File: src/sv/assert_macros.svh
// Assertion helpers shared by the RTL.
`ifndef ASSERT_MACROS_SVH
`define ASSERT_MACROS_SVH

`ifndef ASSERT_OFF

// Checked every clock edge outside reset.
`define ASSERT_CHK(lbl, clk, rst, prop) \
  lbl: assert property (@(posedge clk) disable iff (rst) (prop)) \
    else $error("%m: check failed");

// Checked every clock edge, also during reset.
`define ASSERT_ALWAYS(lbl, clk, prop) \
  lbl: assert property (@(posedge clk) (prop)) \
    else $error("%m: check failed");

`else

`define ASSERT_CHK(lbl, clk, rst, prop)
`define ASSERT_ALWAYS(lbl, clk, prop)

`endif

`endif

File: src/sv/wrbd_pkg.sv
package wrbd_pkg;

  localparam int WINDOW_DEF = 15;

  localparam int RATE_W = 16;
  localparam int TIME_W = 32;
  localparam int CFG_IDX_W = 3;
  localparam int CFG_DATA_W = 16;

  localparam logic [CFG_IDX_W-1:0] REG_RISE_THRESHOLD = 3'd0;
  localparam logic [CFG_IDX_W-1:0] REG_FALL_THRESHOLD = 3'd1;
  localparam logic [CFG_IDX_W-1:0] REG_INTRABITE_MS   = 3'd2;
  localparam logic [CFG_IDX_W-1:0] REG_INTERBITE_MS   = 3'd3;
  localparam logic [CFG_IDX_W-1:0] REG_SMOOTH_ENABLE  = 3'd4;

  localparam logic signed [RATE_W-1:0] RISE_THRESHOLD_RST = 16'sd2560;
  localparam logic signed [RATE_W-1:0] FALL_THRESHOLD_RST = -16'sd2560;
  localparam logic [15:0] INTRABITE_MS_RST = 16'd2000;
  localparam logic [15:0] INTERBITE_MS_RST = 16'd8000;

  typedef enum logic [1:0] {
    PH_IDLE  = 2'd0,
    PH_ARMED = 2'd1,
    PH_WAIT  = 2'd2
  } phase_t;

endpackage

File: src/sv/wrist_roll_bite_detector.sv
// Channel   Dir  Handshake            Word
// input     in   in_valid/in_stall    roll_rate, time_ms
// output    out  out_valid/out_stall  smoothed_rate, bite_found, sample_number,
//                                     bites_total, phase
// config    in   cfg_write            cfg_index, cfg_data
//
// One word per cycle unless the output stalls; an accepted word passes the
// window update, reciprocal multiply for the average, detector + output reg.
// The detector phase register closes a loop, as do the window sum and counters.
// rst is synchronous; it clears window fill count, sum, detector and counters.
// A stalled valid output freezes all three stages and raises in_stall.
`include "assert_macros.svh"

module wrist_roll_bite_detector #(
  parameter int WINDOW = wrbd_pkg::WINDOW_DEF
) (
  input  logic                                   clk,
  input  logic                                   rst,
  input  logic                                   in_valid,
  output logic                                   in_stall,
  input  logic signed [wrbd_pkg::RATE_W-1:0]     roll_rate,
  input  logic [wrbd_pkg::TIME_W-1:0]            time_ms,
  output logic                                   out_valid,
  input  logic                                   out_stall,
  output logic signed [wrbd_pkg::RATE_W-1:0]     smoothed_rate,
  output logic                                   bite_found,
  output logic [31:0]                            sample_number,
  output logic [15:0]                            bites_total,
  output logic [1:0]                             phase,
  input  logic                                   cfg_write,
  input  logic [wrbd_pkg::CFG_IDX_W-1:0]         cfg_index,
  input  logic [wrbd_pkg::CFG_DATA_W-1:0]        cfg_data
);

  localparam int RATE_W = wrbd_pkg::RATE_W;
  localparam int TIME_W = wrbd_pkg::TIME_W;
  localparam int LOG_W  = $clog2(WINDOW);
  localparam int SUM_W  = RATE_W + LOG_W;
  localparam int SLOT_W = (WINDOW > 1) ? $clog2(WINDOW) : 1;
  localparam int CNT_W  = $clog2(WINDOW + 1);
  // floor(s / WINDOW) via biased unsigned n and round-up reciprocal
  localparam int N_W    = SUM_W + 1;
  localparam int M_W    = N_W + 1;
  localparam int P_W    = N_W + M_W;
  localparam int SHIFT  = N_W + LOG_W;
  localparam longint unsigned QOFF  = 64'd1 << (SUM_W - LOG_W);
  localparam longint unsigned BIAS  = WINDOW * QOFF;
  localparam longint unsigned RECIP = ((64'd1 << SHIFT) + WINDOW - 1) / WINDOW;

  // configuration
  logic signed [RATE_W-1:0] rise_threshold;
  logic signed [RATE_W-1:0] fall_threshold;
  logic [15:0]              intrabite_ms;
  logic [15:0]              interbite_ms;
  logic                     smooth_enable;

  always_ff @(posedge clk) begin
    if (rst) begin
      rise_threshold <= wrbd_pkg::RISE_THRESHOLD_RST;
      fall_threshold <= wrbd_pkg::FALL_THRESHOLD_RST;
      intrabite_ms   <= wrbd_pkg::INTRABITE_MS_RST;
      interbite_ms   <= wrbd_pkg::INTERBITE_MS_RST;
      smooth_enable  <= 1'b1;
    end else if (cfg_write) begin
      unique case (cfg_index)
        wrbd_pkg::REG_RISE_THRESHOLD: rise_threshold <= $signed(cfg_data);
        wrbd_pkg::REG_FALL_THRESHOLD: fall_threshold <= $signed(cfg_data);
        wrbd_pkg::REG_INTRABITE_MS:   intrabite_ms   <= cfg_data;
        wrbd_pkg::REG_INTERBITE_MS:   interbite_ms   <= cfg_data;
        wrbd_pkg::REG_SMOOTH_ENABLE:  smooth_enable  <= cfg_data[0];
        default: ;
      endcase
    end
  end

  // handshake
  logic advance;
  logic accept;

  assign advance  = !out_valid || !out_stall;
  assign in_stall = !advance;
  assign accept   = in_valid && advance;

  // stage 1: window ring and running sum
  logic signed [RATE_W-1:0] window_store [WINDOW];
  logic signed [SUM_W-1:0]  window_sum;
  logic signed [SUM_W-1:0]  window_sum_next;
  logic [SLOT_W-1:0]        write_slot;
  logic [CNT_W-1:0]         warmup_count;
  logic                     warm;
  logic signed [RATE_W-1:0] old_rate;

  logic                     s1_valid;
  logic signed [RATE_W-1:0] s1_rate;
  logic [TIME_W-1:0]        s1_time;
  logic                     s1_warm;
  logic signed [SUM_W-1:0]  s1_sum;

  // slots not yet written while warming up read as zero
  assign warm            = warmup_count < CNT_W'(WINDOW);
  assign old_rate        = warm ? '0 : window_store[write_slot];
  assign window_sum_next = window_sum - SUM_W'(old_rate) + SUM_W'(roll_rate);

  always_ff @(posedge clk) begin
    if (accept) begin
      window_store[write_slot] <= roll_rate;
    end
  end

  always_ff @(posedge clk) begin
    if (rst) begin
      window_sum   <= '0;
      write_slot   <= '0;
      warmup_count <= '0;
    end else if (accept) begin
      window_sum <= window_sum_next;
      if (write_slot == SLOT_W'(WINDOW - 1)) begin
        write_slot <= '0;
      end else begin
        write_slot <= write_slot + 1'b1;
      end
      if (warm) begin
        warmup_count <= warmup_count + 1'b1;
      end
    end
  end

  always_ff @(posedge clk) begin
    if (rst) begin
      s1_valid <= 1'b0;
    end else if (advance) begin
      s1_valid <= accept;
    end
  end

  always_ff @(posedge clk) begin
    if (accept) begin
      s1_rate <= roll_rate;
      s1_time <= time_ms;
      s1_warm <= warm;
      s1_sum  <= window_sum_next;
    end
  end

  // stage 2: floor average
  logic [N_W-1:0]           biased;
  logic [P_W-1:0]           product;
  logic [N_W-1:0]           quot;
  logic signed [RATE_W-1:0] avg;

  assign biased  = N_W'(s1_sum) + N_W'(BIAS);
  assign product = P_W'(biased) * P_W'(M_W'(RECIP));
  assign quot    = N_W'(product >> SHIFT);
  assign avg     = RATE_W'(quot - N_W'(QOFF));

  logic                     s2_valid;
  logic signed [RATE_W-1:0] s2_rate;
  logic [TIME_W-1:0]        s2_time;
  logic                     s2_warm;
  logic signed [RATE_W-1:0] s2_avg;

  always_ff @(posedge clk) begin
    if (rst) begin
      s2_valid <= 1'b0;
    end else if (advance) begin
      s2_valid <= s1_valid;
    end
  end

  always_ff @(posedge clk) begin
    if (advance && s1_valid) begin
      s2_rate <= s1_rate;
      s2_time <= s1_time;
      s2_warm <= s1_warm;
      s2_avg  <= avg;
    end
  end

  // stage 3: detector
  wrbd_pkg::phase_t         detect_phase;
  wrbd_pkg::phase_t         detect_phase_next;
  logic [TIME_W-1:0]        arm_time;
  logic [TIME_W-1:0]        bite_time;
  logic [15:0]              bite_count;
  logic [15:0]              bite_count_next;
  logic [31:0]              sample_counter;
  logic signed [RATE_W-1:0] rate;
  logic                     bite;
  logic                     bite_now;
  logic                     step;

  assign step     = advance && s2_valid;
  assign rate     = (smooth_enable && !s2_warm) ? s2_avg : s2_rate;
  assign bite_now = step && bite;

  always_comb begin
    detect_phase_next = detect_phase;
    bite              = 1'b0;
    unique case (detect_phase)
      wrbd_pkg::PH_IDLE: begin
        if (rate > rise_threshold) begin
          detect_phase_next = wrbd_pkg::PH_ARMED;
        end
      end
      wrbd_pkg::PH_ARMED: begin
        if (rate < fall_threshold && (s2_time - arm_time) >= TIME_W'(intrabite_ms)) begin
          detect_phase_next = wrbd_pkg::PH_WAIT;
          bite              = 1'b1;
        end
      end
      wrbd_pkg::PH_WAIT: begin
        if ((s2_time - bite_time) >= TIME_W'(interbite_ms)) begin
          detect_phase_next = wrbd_pkg::PH_IDLE;
        end
      end
      default: detect_phase_next = wrbd_pkg::PH_IDLE;
    endcase
  end

  assign bite_count_next = (bite && bite_count != 16'hFFFF) ? bite_count + 16'd1 : bite_count;

  always_ff @(posedge clk) begin
    if (rst) begin
      detect_phase   <= wrbd_pkg::PH_IDLE;
      arm_time       <= '0;
      bite_time      <= '0;
      bite_count     <= '0;
      sample_counter <= '0;
      out_valid      <= 1'b0;
    end else begin
      if (advance) begin
        out_valid <= s2_valid;
      end
      if (step) begin
        detect_phase   <= detect_phase_next;
        sample_counter <= sample_counter + 32'd1;
        bite_count     <= bite_count_next;
        if (detect_phase == wrbd_pkg::PH_IDLE && detect_phase_next == wrbd_pkg::PH_ARMED) begin
          arm_time <= s2_time;
        end
        if (bite) begin
          bite_time <= s2_time;
        end
      end
    end
  end

  always_ff @(posedge clk) begin
    if (step) begin
      smoothed_rate <= rate;
      bite_found    <= bite;
      sample_number <= sample_counter;
      bites_total   <= bite_count_next;
      phase         <= detect_phase_next;
    end
  end

  `ASSERT_CHK(a_bite_enters_wait, clk, rst, out_valid && bite_found |-> phase == 2'(wrbd_pkg::PH_WAIT) && bites_total != 16'd0)
  `ASSERT_CHK(a_count_only_on_bite, clk, rst, !$past(rst) && bite_count != $past(bite_count) |-> $past(bite_now))
  `ASSERT_CHK(a_warmup_slot_aligned, clk, rst, warm |-> CNT_W'(write_slot) == warmup_count)
  `ASSERT_CHK(a_warmup_bounded, clk, rst, warmup_count <= CNT_W'(WINDOW))

endmodule
File: config.mk
export PLATFORM = sky130hd
export DESIGN_NAME = wrist_roll_bite_detector
export DESIGN_NICKNAME = d
export VERILOG_FILES = /design/src/sv/wrbd_pkg.sv /design/src/sv/wrist_roll_bite_detector.sv
export VERILOG_INCLUDE_DIRS = /design/src /design/src/sv
export SDC_FILE = /design/constraint.sdc
export NUM_CORES = 1
export LEC_CHECK = 0
export CAP_MARGIN = 25
export CORE_MARGIN = 2
export CORE_UTILIZATION = 32
export DETAILED_ROUTE_END_ITERATION = 7
export DONT_BUFFER_PORTS = 1
export SYNTH_ARGS = -nofsm -noshare
export SYNTH_HDL_FRONTEND = slang
export SYNTH_SLANG_ARGS = --single-unit
File: constraint.sdc
create_clock -name clk -period 10.7 [get_ports clk]
set_input_delay 0.535 -clock clk [delete_from_list [all_inputs] [get_ports clk]]
set_output_delay 0.535 -clock clk [all_outputs]
set_load 0.03 [all_outputs]
# ---- Word level (Yosys, flattened, before mapping)
# Memory sizes are Yosys's and may differ from the RTL's. A register that Yosys moved wholly into a read port is not among the register bits.
# Cells that the tools add are included.
dict set report word_totals {
  register_bits 411
  mem_bits_rw 240
  out_inout_bits 69
  elab_cells 91
  mem_count 1
}
# name words width rd rd_ports_with_merged_regs wr line_no
set mem_list {}
lappend mem_list {window_store 15 16 1 1 1 wrist_roll_bite_detector.sv:85} ;# logic signed [RATE_W-1:0] window_store [WINDOW];
dict set report op_classes {
  n_addsub 10
  multipliers 1
  order_cmp 5
  n_eq_ne 9
  muxes 14
  reduce_logical 22
}
# op count
set ops {}
lappend ops {{$ge A32 B16 Y1} 2}
lappend ops {{$sub A32 B32 Y32} 2}
lappend ops {{$mux W16} 3}
lappend ops {{$mul A21 B22 Y41 const B} 1}
lappend ops {{$add A32 B1 Y32 const B} 1}
lappend ops {{$add A21 B20 Y21 const B} 1}
lappend ops {{$add A20 B16 Y20} 1}
lappend ops {{$sub A20 B16 Y20} 1}
lappend ops {{$add A16 B1 Y16 const B} 1}
lappend ops {{$gt A16 B16 Y1} 1}
lappend ops {{$lt A16 B16 Y1} 1}
lappend ops {{$ne A16 B16 Y1 const B} 1}
lappend ops {{$reduce_and A2 Y1} 8}
lappend ops {{$sub A16 B1 Y16 const B} 1}
lappend ops {{$mux W4} 3}
lappend ops {{$add A4 B1 Y4 const B} 2}
lappend ops {{$logic_and A1 B1 Y1} 7}
lappend ops {{$eq A3 B2 Y1 const B} 2}
lappend ops {{$mux W2} 3}
lappend ops {{$pmux W2 S3} 1}
lappend ops {{$eq A2 B1 Y1 const B} 2}
lappend ops {{$eq A4 B4 Y1 const B} 1}
lappend ops {{$logic_not A1 Y1} 4}
lappend ops {{$lt A4 B4 Y1 const B} 1}
lappend ops {{other kinds (7)} 10}

# ---- Logic depth before layout (Yosys ltp)
# Gate-level depths: netlist (run 1).
dict set report logic_depth {
  depth_word 10
  ltp_mapped 27
  depth_no_buf 27
}

# ---- Worst setup path before layout (run 1)
# No wires, ideal clock.
dict set report synth_path {
  path_type {reg-to-reg}
  startpoint {register s1_sum[16]}
  endpoint {register s2_avg[15] (data pin)}
  setup_time_ns 0.259
  arrival_ns 5.926
  path_slack_ns 4.514
  path_stages_with_launch 23
  path_buffers 0
  period_less_slack_ns 6.186
  path_cell_list {edfxtp_1 inv_1 ha_1 xor2_1 ha_1 inv_1 fa_1 fa_1 inv_1 fa_1 fa_1 ha_1 ha_1 and4_1 a221oi_1 o21ai_1 o2111ai_1 nand4_1 a221o_1 a211oi_1 o41ai_1 a21oi_1 xnor2_1}
}
dict set report synth_via {
  elab_chain_len 3
}
# element line_no
set synth_lines {}
lappend synth_lines {{start: declaration} wrist_roll_bite_detector.sv:97} ;# logic signed [SUM_W-1:0] s1_sum;
lappend synth_lines {{start signal: assignment} wrist_roll_bite_detector.sv:141} ;# s1_sum <= window_sum_next;
lappend synth_lines {{$add A21 B20 Y21} wrist_roll_bite_detector.sv:151} ;# assign biased = N_W'(s1_sum) + N_W'(BIAS);
lappend synth_lines {{$mul A21 B22 Y41} wrist_roll_bite_detector.sv:152} ;# assign product = P_W'(biased) * P_W'(M_W'(RECIP));
lappend synth_lines {{$sub A16 B1 Y16} wrist_roll_bite_detector.sv:154} ;# assign avg = RATE_W'(quot - N_W'(QOFF));
lappend synth_lines {{named net avg[15]} wrist_roll_bite_detector.sv:149} ;# logic signed [RATE_W-1:0] avg;
lappend synth_lines {{end signal: assignment} wrist_roll_bite_detector.sv:175} ;# s2_avg <= avg;
lappend synth_lines {{end: declaration} wrist_roll_bite_detector.sv:160} ;# logic signed [RATE_W-1:0] s2_avg;
# The timed path passes the listed nets, and every way through them passes these cells.
# A chain may end at the register's enable or synchronous reset.

# ---- Worst setup path after layout (run 1)
# Ends and elaborated chain as after synthesis.

==> results of run 1 <==
[routing by layer]
metal,wire (um),track usage,vias to the layer above
met3,4136,0.02591,108
li1,-,-,10990
met4,1461,0.03268,8
met1,39070,0.2041,10950
met5,50,0,-
met2,36960,0.2349,462
[cell type report]
type                    count  area, um^2  share of cell area
diodes                      7       17.52           0.0004400
clock buffers              93        2001             0.05025
clock inverters            39       553.0             0.01389
inverters                 361        1359             0.03413
multi-input cells        1940       15690              0.3940
flip-flops and latches    655       17530              0.4404
well taps                1414        1769             0.04444
repair buffers             94       893.4             0.02244
[synth_stat cells (9+ instances only)]
cell type,n
o21ai_0,79
and3_1,24
mux2i_1,58
nand2_1,270
o21bai_1,9
mux4_2,63
and2_1,10
a211o_1,11
a21o_1,43
edfxtp_1,441
a21oi_1,214
ha_1,319
nand4_1,28
nand3_1,80
buf_2,10
xor2_1,62
xnor2_1,59
clkbuf_1,87
or4_1,14
nor2b_1,42
mux2_2,16
nand2b_1,21
nand3b_1,17
a31oi_1,14
dfxtp_1,214
or3_1,16
nor2_1,163
o21ai_1,36
a211oi_1,16
fa_1,81
o21a_1,22
o31ai_1,18
nor3_1,44
inv_1,360
[kinds of logic after synthesis]
| logic type | count (synthesis) |
|---|---|
| AND/OR/NAND/NOR | 758 |
| flip-flops | 655 |
| AO/OA/AOI/OAI | 521 |
| buffers and inverters | 468 |
| adder cells (fa/ha/maj) | 400 |
| multiplexers | 140 |
| XOR/XNOR | 121 |
[cell usage in the layout (no fill, tap or decap), types with 12 or more instances in the layout]
| cell type | netlist | routed |
|---|---|---|
| a21o_1 | 43 | 43 |
| dlygate4sd3_1 | 0 | 62 |
| fa_1 | 81 | 81 |
| dfxtp_1 | 214 | 212 |
| clkbuf_8 | 0 | 12 |
| nand4_1 | 28 | 28 |
| mux2i_1 | 58 | 58 |
| and3_1 | 24 | 24 |
| nor2_1 | 163 | 163 |
| ha_1 | 319 | 319 |
| xnor2_1 | 59 | 59 |
| nand2_1 | 270 | 270 |
| mux2_2 | 16 | 16 |
| nand2b_1 | 21 | 21 |
| nand3_1 | 80 | 80 |
| xor2_1 | 62 | 62 |
| mux4_2 | 63 | 63 |
| o31ai_1 | 18 | 18 |
| inv_1 | 360 | 358 |
| a21oi_1 | 214 | 214 |
| nand3b_1 | 17 | 17 |
| nor2b_1 | 42 | 42 |
| o21ai_0 | 79 | 79 |
| o21ai_1 | 36 | 36 |
| or3_1 | 16 | 15 |
| or4_1 | 14 | 14 |
| o21a_1 | 22 | 22 |
| a31oi_1 | 14 | 14 |
| clkbuf_16 | 0 | 72 |
| nor3_1 | 44 | 39 |
| a211oi_1 | 16 | 16 |
| buf_4 | 2 | 30 |
| edfxtp_1 | 441 | 441 |
[worst max-delay path, stage by stage, from the launching register on]
cell,delay (ns)
edfxtp_1,0.42
inv_1,0.16
ha_1,0.23
xor2_1,0.33
ha_1,0.31
inv_1,0.08
fa_1,0.44
fa_1,0.54
inv_1,0.05
fa_1,0.55
fa_1,0.43
ha_1,0.31
ha_1,0.30
and4_1,0.21
and3_1,0.20
a21oi_1,0.12
o21ai_1,0.10
o2111ai_1,0.25
nand4_1,0.20
a221o_1,0.41
a211oi_1,0.48
o41ai_1,0.20
a21oi_1,0.20
xnor2_1,0.09
[sequential cells by signal, summed over array words and instances, names as in the netlist, 16 cells and up, named ones only]
register and cells:
s2_avg 16, s1_sum 20, sample_number 32, rise_threshold 16, interbite_ms 16, bites_total 16
s2_rate 16, sample_counter 32, window_sum 20, s1_time 32, s1_rate 16, s2_time 32
bite_count 16, arm_time 32, bite_time 32, intrabite_ms 16, window_store 240, fall_threshold 16
smoothed_rate 16
[final timing paths]
check / from / endpoint / cells past startpoint
hold reg to reg: s1_rate[8] / s2_rate[8] / 0
setup reg to reg: s1_sum[16] / s2_avg[15] / 23
hold / removal: cfg_data[4] / intrabite_ms[4] / 2
setup / recovery: s1_sum[16] / s2_avg[15] / 23
[per-stage QoR]
step                      std cells    util
after floorplan                3063       -
after global placement         4400  0.3369
after global routing           4601  0.3667
after detailed placement       4401  0.3371
after CTS                      4596  0.3666
final                          4603  0.3668
==> reports/metrics.yaml, run 1 <==
status: "finished, final reports clean"
cts_root_buf: "clkbuf_16"
arrival_ns: 7.26
grt_max_degree: 115
grt_pass1_vias: 22100
clk_pin_slew_ns: 0.07
synth-async-reset-ratio: 0
fin_crit_ns: 6.893
cts-buffers-inserted: 71
drive_above_1_share: 0.08171
synth.area.top_cells: "edfxtp_1 38%, dfxtp_1 12%, ha_1 11%"
slew_headroom: 0.2991
place_area_um2: 36590
synth_simple_gate_area_frac: 0.1024
final_area_um2: 39810
final_nets: 3595
yosysSeqAreaShare: 0.5014
place_congestion: 0.8326
firstDrtPassIters: 7
synthCells: 3063
setup.worst_path.start_class: "flop"
fp.coreArea_um2: 108600
drc_errors: 0
syn2layout_area_growth_pct: 13.88
synth_edf_count: 441
yosysUniqueCellTypes: 78
synthFlopType: "edfxtp_1"
n_fill_cell: 10490
start_util: 0.3220
cts_tree: "built"
synthAdderAreaFrac: 0.1606
r2r_slack_ns: 3.81
grt-ovfl-total: 0
setup_viol: 0
syn_avg_cell_area_um2: 11.41
cts_hold_buf: 63
grt_use_total: 0.1458
crit_path_end_kind: "flop"
routed_wl_um: 81680
wl_per_cell_um: 17.74
fmax_mhz: 145.1
rsz0062_at_grt: "no"
drt_iter0_drc: 1331
dpl_worst_slack_ns: 3.899
muxShareOfSynthArea: 0.06331
ys_warn_count: 0
clockBufferDepth: 3
ys_ff_latch: 655
synthXorXnorAreaFrac: 0.03031
worst_slew_pin_slew_ns: 1.051
cap_violations: 0
die-height_um: 334.5
cts_resized: 0
worstSkewPairLatency_ns: 0.65
finalHoldViolCount: 0
rows: 121
worstSetupPathType: "flop to flop"
synth-compound-area-share: 0.09123
place_hpwl_um: 55060
clock_skew_ns: 0.04492
synth_top_area_cell: "edfxtp_1"
synth_top_family_by_area: "adder cells"
min_period_over_period: 0.6442
port_buffers: 0
antenna_found_initial: 14
setup_tns_ns: 0
hold_path_class: "input pin to flop"
ioPinCount: 141
synth.top_cell.area_share: 0.3788
htree_levels: 3
whs_ns: 0.04009
dieArea_um2: 111900
critPathRequiredTime_ns: 11.07
cts_setup_buffers: 0
grt_pass1_wl_um: 128000
ant_nets: 0
vias_per_cell: 4.892
dr_total_vias: 22520
worst_slack_ns: 3.807
synthesis.area_um2: 34960
clock_sinks: 655
drv_slew: 0
mappedNetlistNets: 3535
cp_max_fo: 4
die_x_um: 334.5
Power of run 1 is not shown: default switching activity piles up to over one toggle a cycle in this logic, so the estimate is an artifact.
==> run 2: changes to the inputs <==
ABC_AREA = 1   (was default)
clock period = 7.05 ns   (was 10.7 ns; I/O delays follow)
==> run 2 against run 1 <==
Register-to-register slack worse by 2.8 ns. Critical path depth down 1. Clock-buffer cell count unchanged. Die area up 4.8%. Largest cell class unchanged. Worst hold slack better by 0.080 ns. First-iteration DRC count up 44%.
==> reports/metrics.yaml, run 2 <==
critPathMaxStageDelay_ns: 0.54
cp_max_fo: 5
place_area_um2: 38420
port_buffers: 0
synthCells: 3999
multi_input_area_um2: 16230
grt_max_degree: 97
worst_slew_pin_slew_ns: 0.8838
crit_chain: "inv_1 > ha_1 > xor2_1 > ha_1 > fa_1 > inv_1 > fa_1 > fa_1 > fa_1 > inv_1 > fa_1 > ha_1 > ha_1 > a21oi_1 > inv_1 > a31oi_1 > o211ai_1 > a41oi_1 > o21ai_0 > nand3_1 > nand2_1 > xor2_1"
synth.top_cell.area_share: 0.3614
ys_warn_count: 0
synth.most_common_cell: "nand2_1"
dieArea_um2: 117200
hold_path_class: "input pin to flop"
final_common_cell: "nand2_1"
antenna_found_initial: 4
syn_avg_cell_area_um2: 9.164
yosys-top-cells-count: "664 x nand2_1, 655 x inv_1, 441 x edfxtp_1"
worstSkewPairLatency_ns: 0.64
clock_sinks: 655
clockBufferDepth: 3
rsz0062_at_grt: "no"
arrival_ns: 6.40
grt-ovfl-total: 0
cp_num_buf_inv: 4
grt_pass1_wl_um: 153500
clock_skew_ns: 0.02643
fp.coreArea_um2: 114000
path_common_cell: "fa_1"
start_util: 0.3214
slowest_stage: "fa_1"
n_fill_cell: 11470
synth-async-reset-ratio: 0
synthFlopType: "edfxtp_1"
drive_above_1_share: 0.05411
rows: 124
ioPinCount: 141
cap_violations: 0
reg2reg_to: "s2_avg[14]"
die_x_um: 342.4
routed_wl_um: 100700
die-height_um: 342.4
grt_use_total: 0.1698
finalHoldViolCount: 0
status: "finished, final reports clean"
worstSetupPathType: "flop to flop"
min_period_over_period: 0.8529
yosysUniqueCellTypes: 56
r2r_slack_ns: 1.04
ant_nets: 0
fmax_mhz: 166.3
seqCellArea_um2: 17530
place_congestion: 0.9329
cp-endpoint: "s2_avg[14]"
clk_pin_slew_ns: 0.06
setup.worst_path.start_class: "flop"
grt_pass1_vias: 26310
min_path_cells: 3
mappedNetlistNets: 4471
drc_errors: 0
r2r_start: "s1_sum[16]"
yosysSeqAreaShare: 0.4783
cts_root_buf: "clkbuf_16"
cp_top_family: "adder cells"
worstRegToRegCells: 22
utilization: 0.3651
synthesis.area_um2: 36650
startpoint: "s1_sum[16]"
cts_tree: "built"
htree_levels: 3
dpl_worst_slack_ns: 1.024
cts-buffers-inserted: 75
cts_setup_buffers: 0
synth.area.top_cells: "edfxtp_1 36%, dfxtp_1 12%, ha_1 11%"
syn2layout_area_growth_pct: 13.61
drt_iter0_drc: 1919
slew_headroom: 0.4089
path_depth: 22
final_nets: 4551
setup_tns_ns: 0
wl_per_cell_um: 17.81
synth_edf_count: 441
top_register: "window_store"
synth_top_area_cell: "edfxtp_1"
largest_reg_flops: 240
place_hpwl_um: 72230
vias_per_cell: 4.829
firstDrtPassIters: 5
final_cell_mix: "664 x nand2_1, 653 x inv_1, 441 x edfxtp_1"
ys_ff_latch: 655
dr_total_vias: 27300
final_area_um2: 41630
crit_path_end_kind: "flop"
setup_viol: 0
drv_slew: 0
worst_slack_ns: 1.037
critPathRequiredTime_ns: 7.44
fin_crit_ns: 6.013
run 2: cell types whose count changed after synthesis, moves of 38 or more:
cell and change:
a21o_1 -38, o21ai_0 +225, inv_1 +295, a21oi_1 +93
nand2_1 +394, nand3_1 +46, o22ai_1 +43, mux2i_1 -58
nor2_1 +209, nor2b_1 -42, mux4_2 -63
run 2: cell families (layout without fill, tap and decap cells):
| family | Yosys count | count (layout) | synth area share |
|---|---|---|---|
| AOI/OAI and AO/OA | 770 | 770 | 0.1142 |
| xor gates and xnor gates | 98 | 98 | 0.02342 |
| adders and majority gates | 400 | 400 | 0.1532 |
| buffers and inverters | 765 | 906 | 0.07901 |
| DFF | 655 | 655 | 0.4783 |
| muxes | 15 | 15 | 0.004609 |
| other | 0 | 2 | 0 |
| and+or+nand+nor | 1296 | 1296 | 0.1473 |
run 2: what timing repair did:
item,in CTS,in global routing
hold buffers,69,0
hold endpoints to repair,416,0
resized for setup,0,0
run 2: cell type report:
type	instances	area share
Sequential cell	655	0.4211
Multi-Input combinational cell	2579	0.3899
Inverter	663	0.05990
Clock buffer	93	0.04797
Tap cell	1512	0.04544
Timing Repair Buffer	105	0.02410
Clock inverter	45	0.01148
Antenna cell	2	0.0001202
run 2: worst min path at each step:
stage	startpoint	end	slack (ns)
6_report	cfg_index[1]	fall_threshold[12]	0.12
5_1_grt	cfg_index[1]	fall_threshold[9]	0.10
4_1_cts	rst	detect_phase[0]	0.1
3_5_place_dp	s1_rate[0]	s2_rate[0]	0.40
3_3_place_gp	s1_time[27]	s2_time[27]	0.40
2_1_floorplan	s1_rate[0]	s2_rate[0]	0.40
run 2: worst reg2reg max path, cell delays in order (launching register included):
cell      delay (ns)
edfxtp_1        0.40
inv_1           0.19
ha_1            0.25
xor2_1          0.36
ha_1            0.24
fa_1            0.16
inv_1           0.05
fa_1            0.38
fa_1            0.48
fa_1            0.54
inv_1           0.05
fa_1            0.47
ha_1            0.31
ha_1            0.36
a21oi_1         0.14
inv_1           0.07
a31oi_1         0.17
o211ai_1        0.12
a41oi_1         0.38
o21ai_0         0.31
nand3_1         0.14
nand2_1         0.07
xor2_1          0.13
run 2: per-stage QoR:
step	instances	hold slack, ns
2_1_floorplan	3999	0.4003
3_3_place_gp	5443	0.4015
3_5_place_dp	5443	0.4045
4_1_cts	5650	0.09570
5_1_grt	5652	0.1045
6_report	5654	0.1200
run 2: routing by layer:
layer / vias to the layer above / GRT usage / routed length [um]
li1: 13530 / - / -
met1: 13000 / 0.2216 / 44660
met2: 610 / 0.2862 / 47490
met3: 161 / 0.03135 / 5793
met4: 4 / 0.04870 / 2715
met5: - / 0 / 27
Power of run 2 is left out for the same reason.
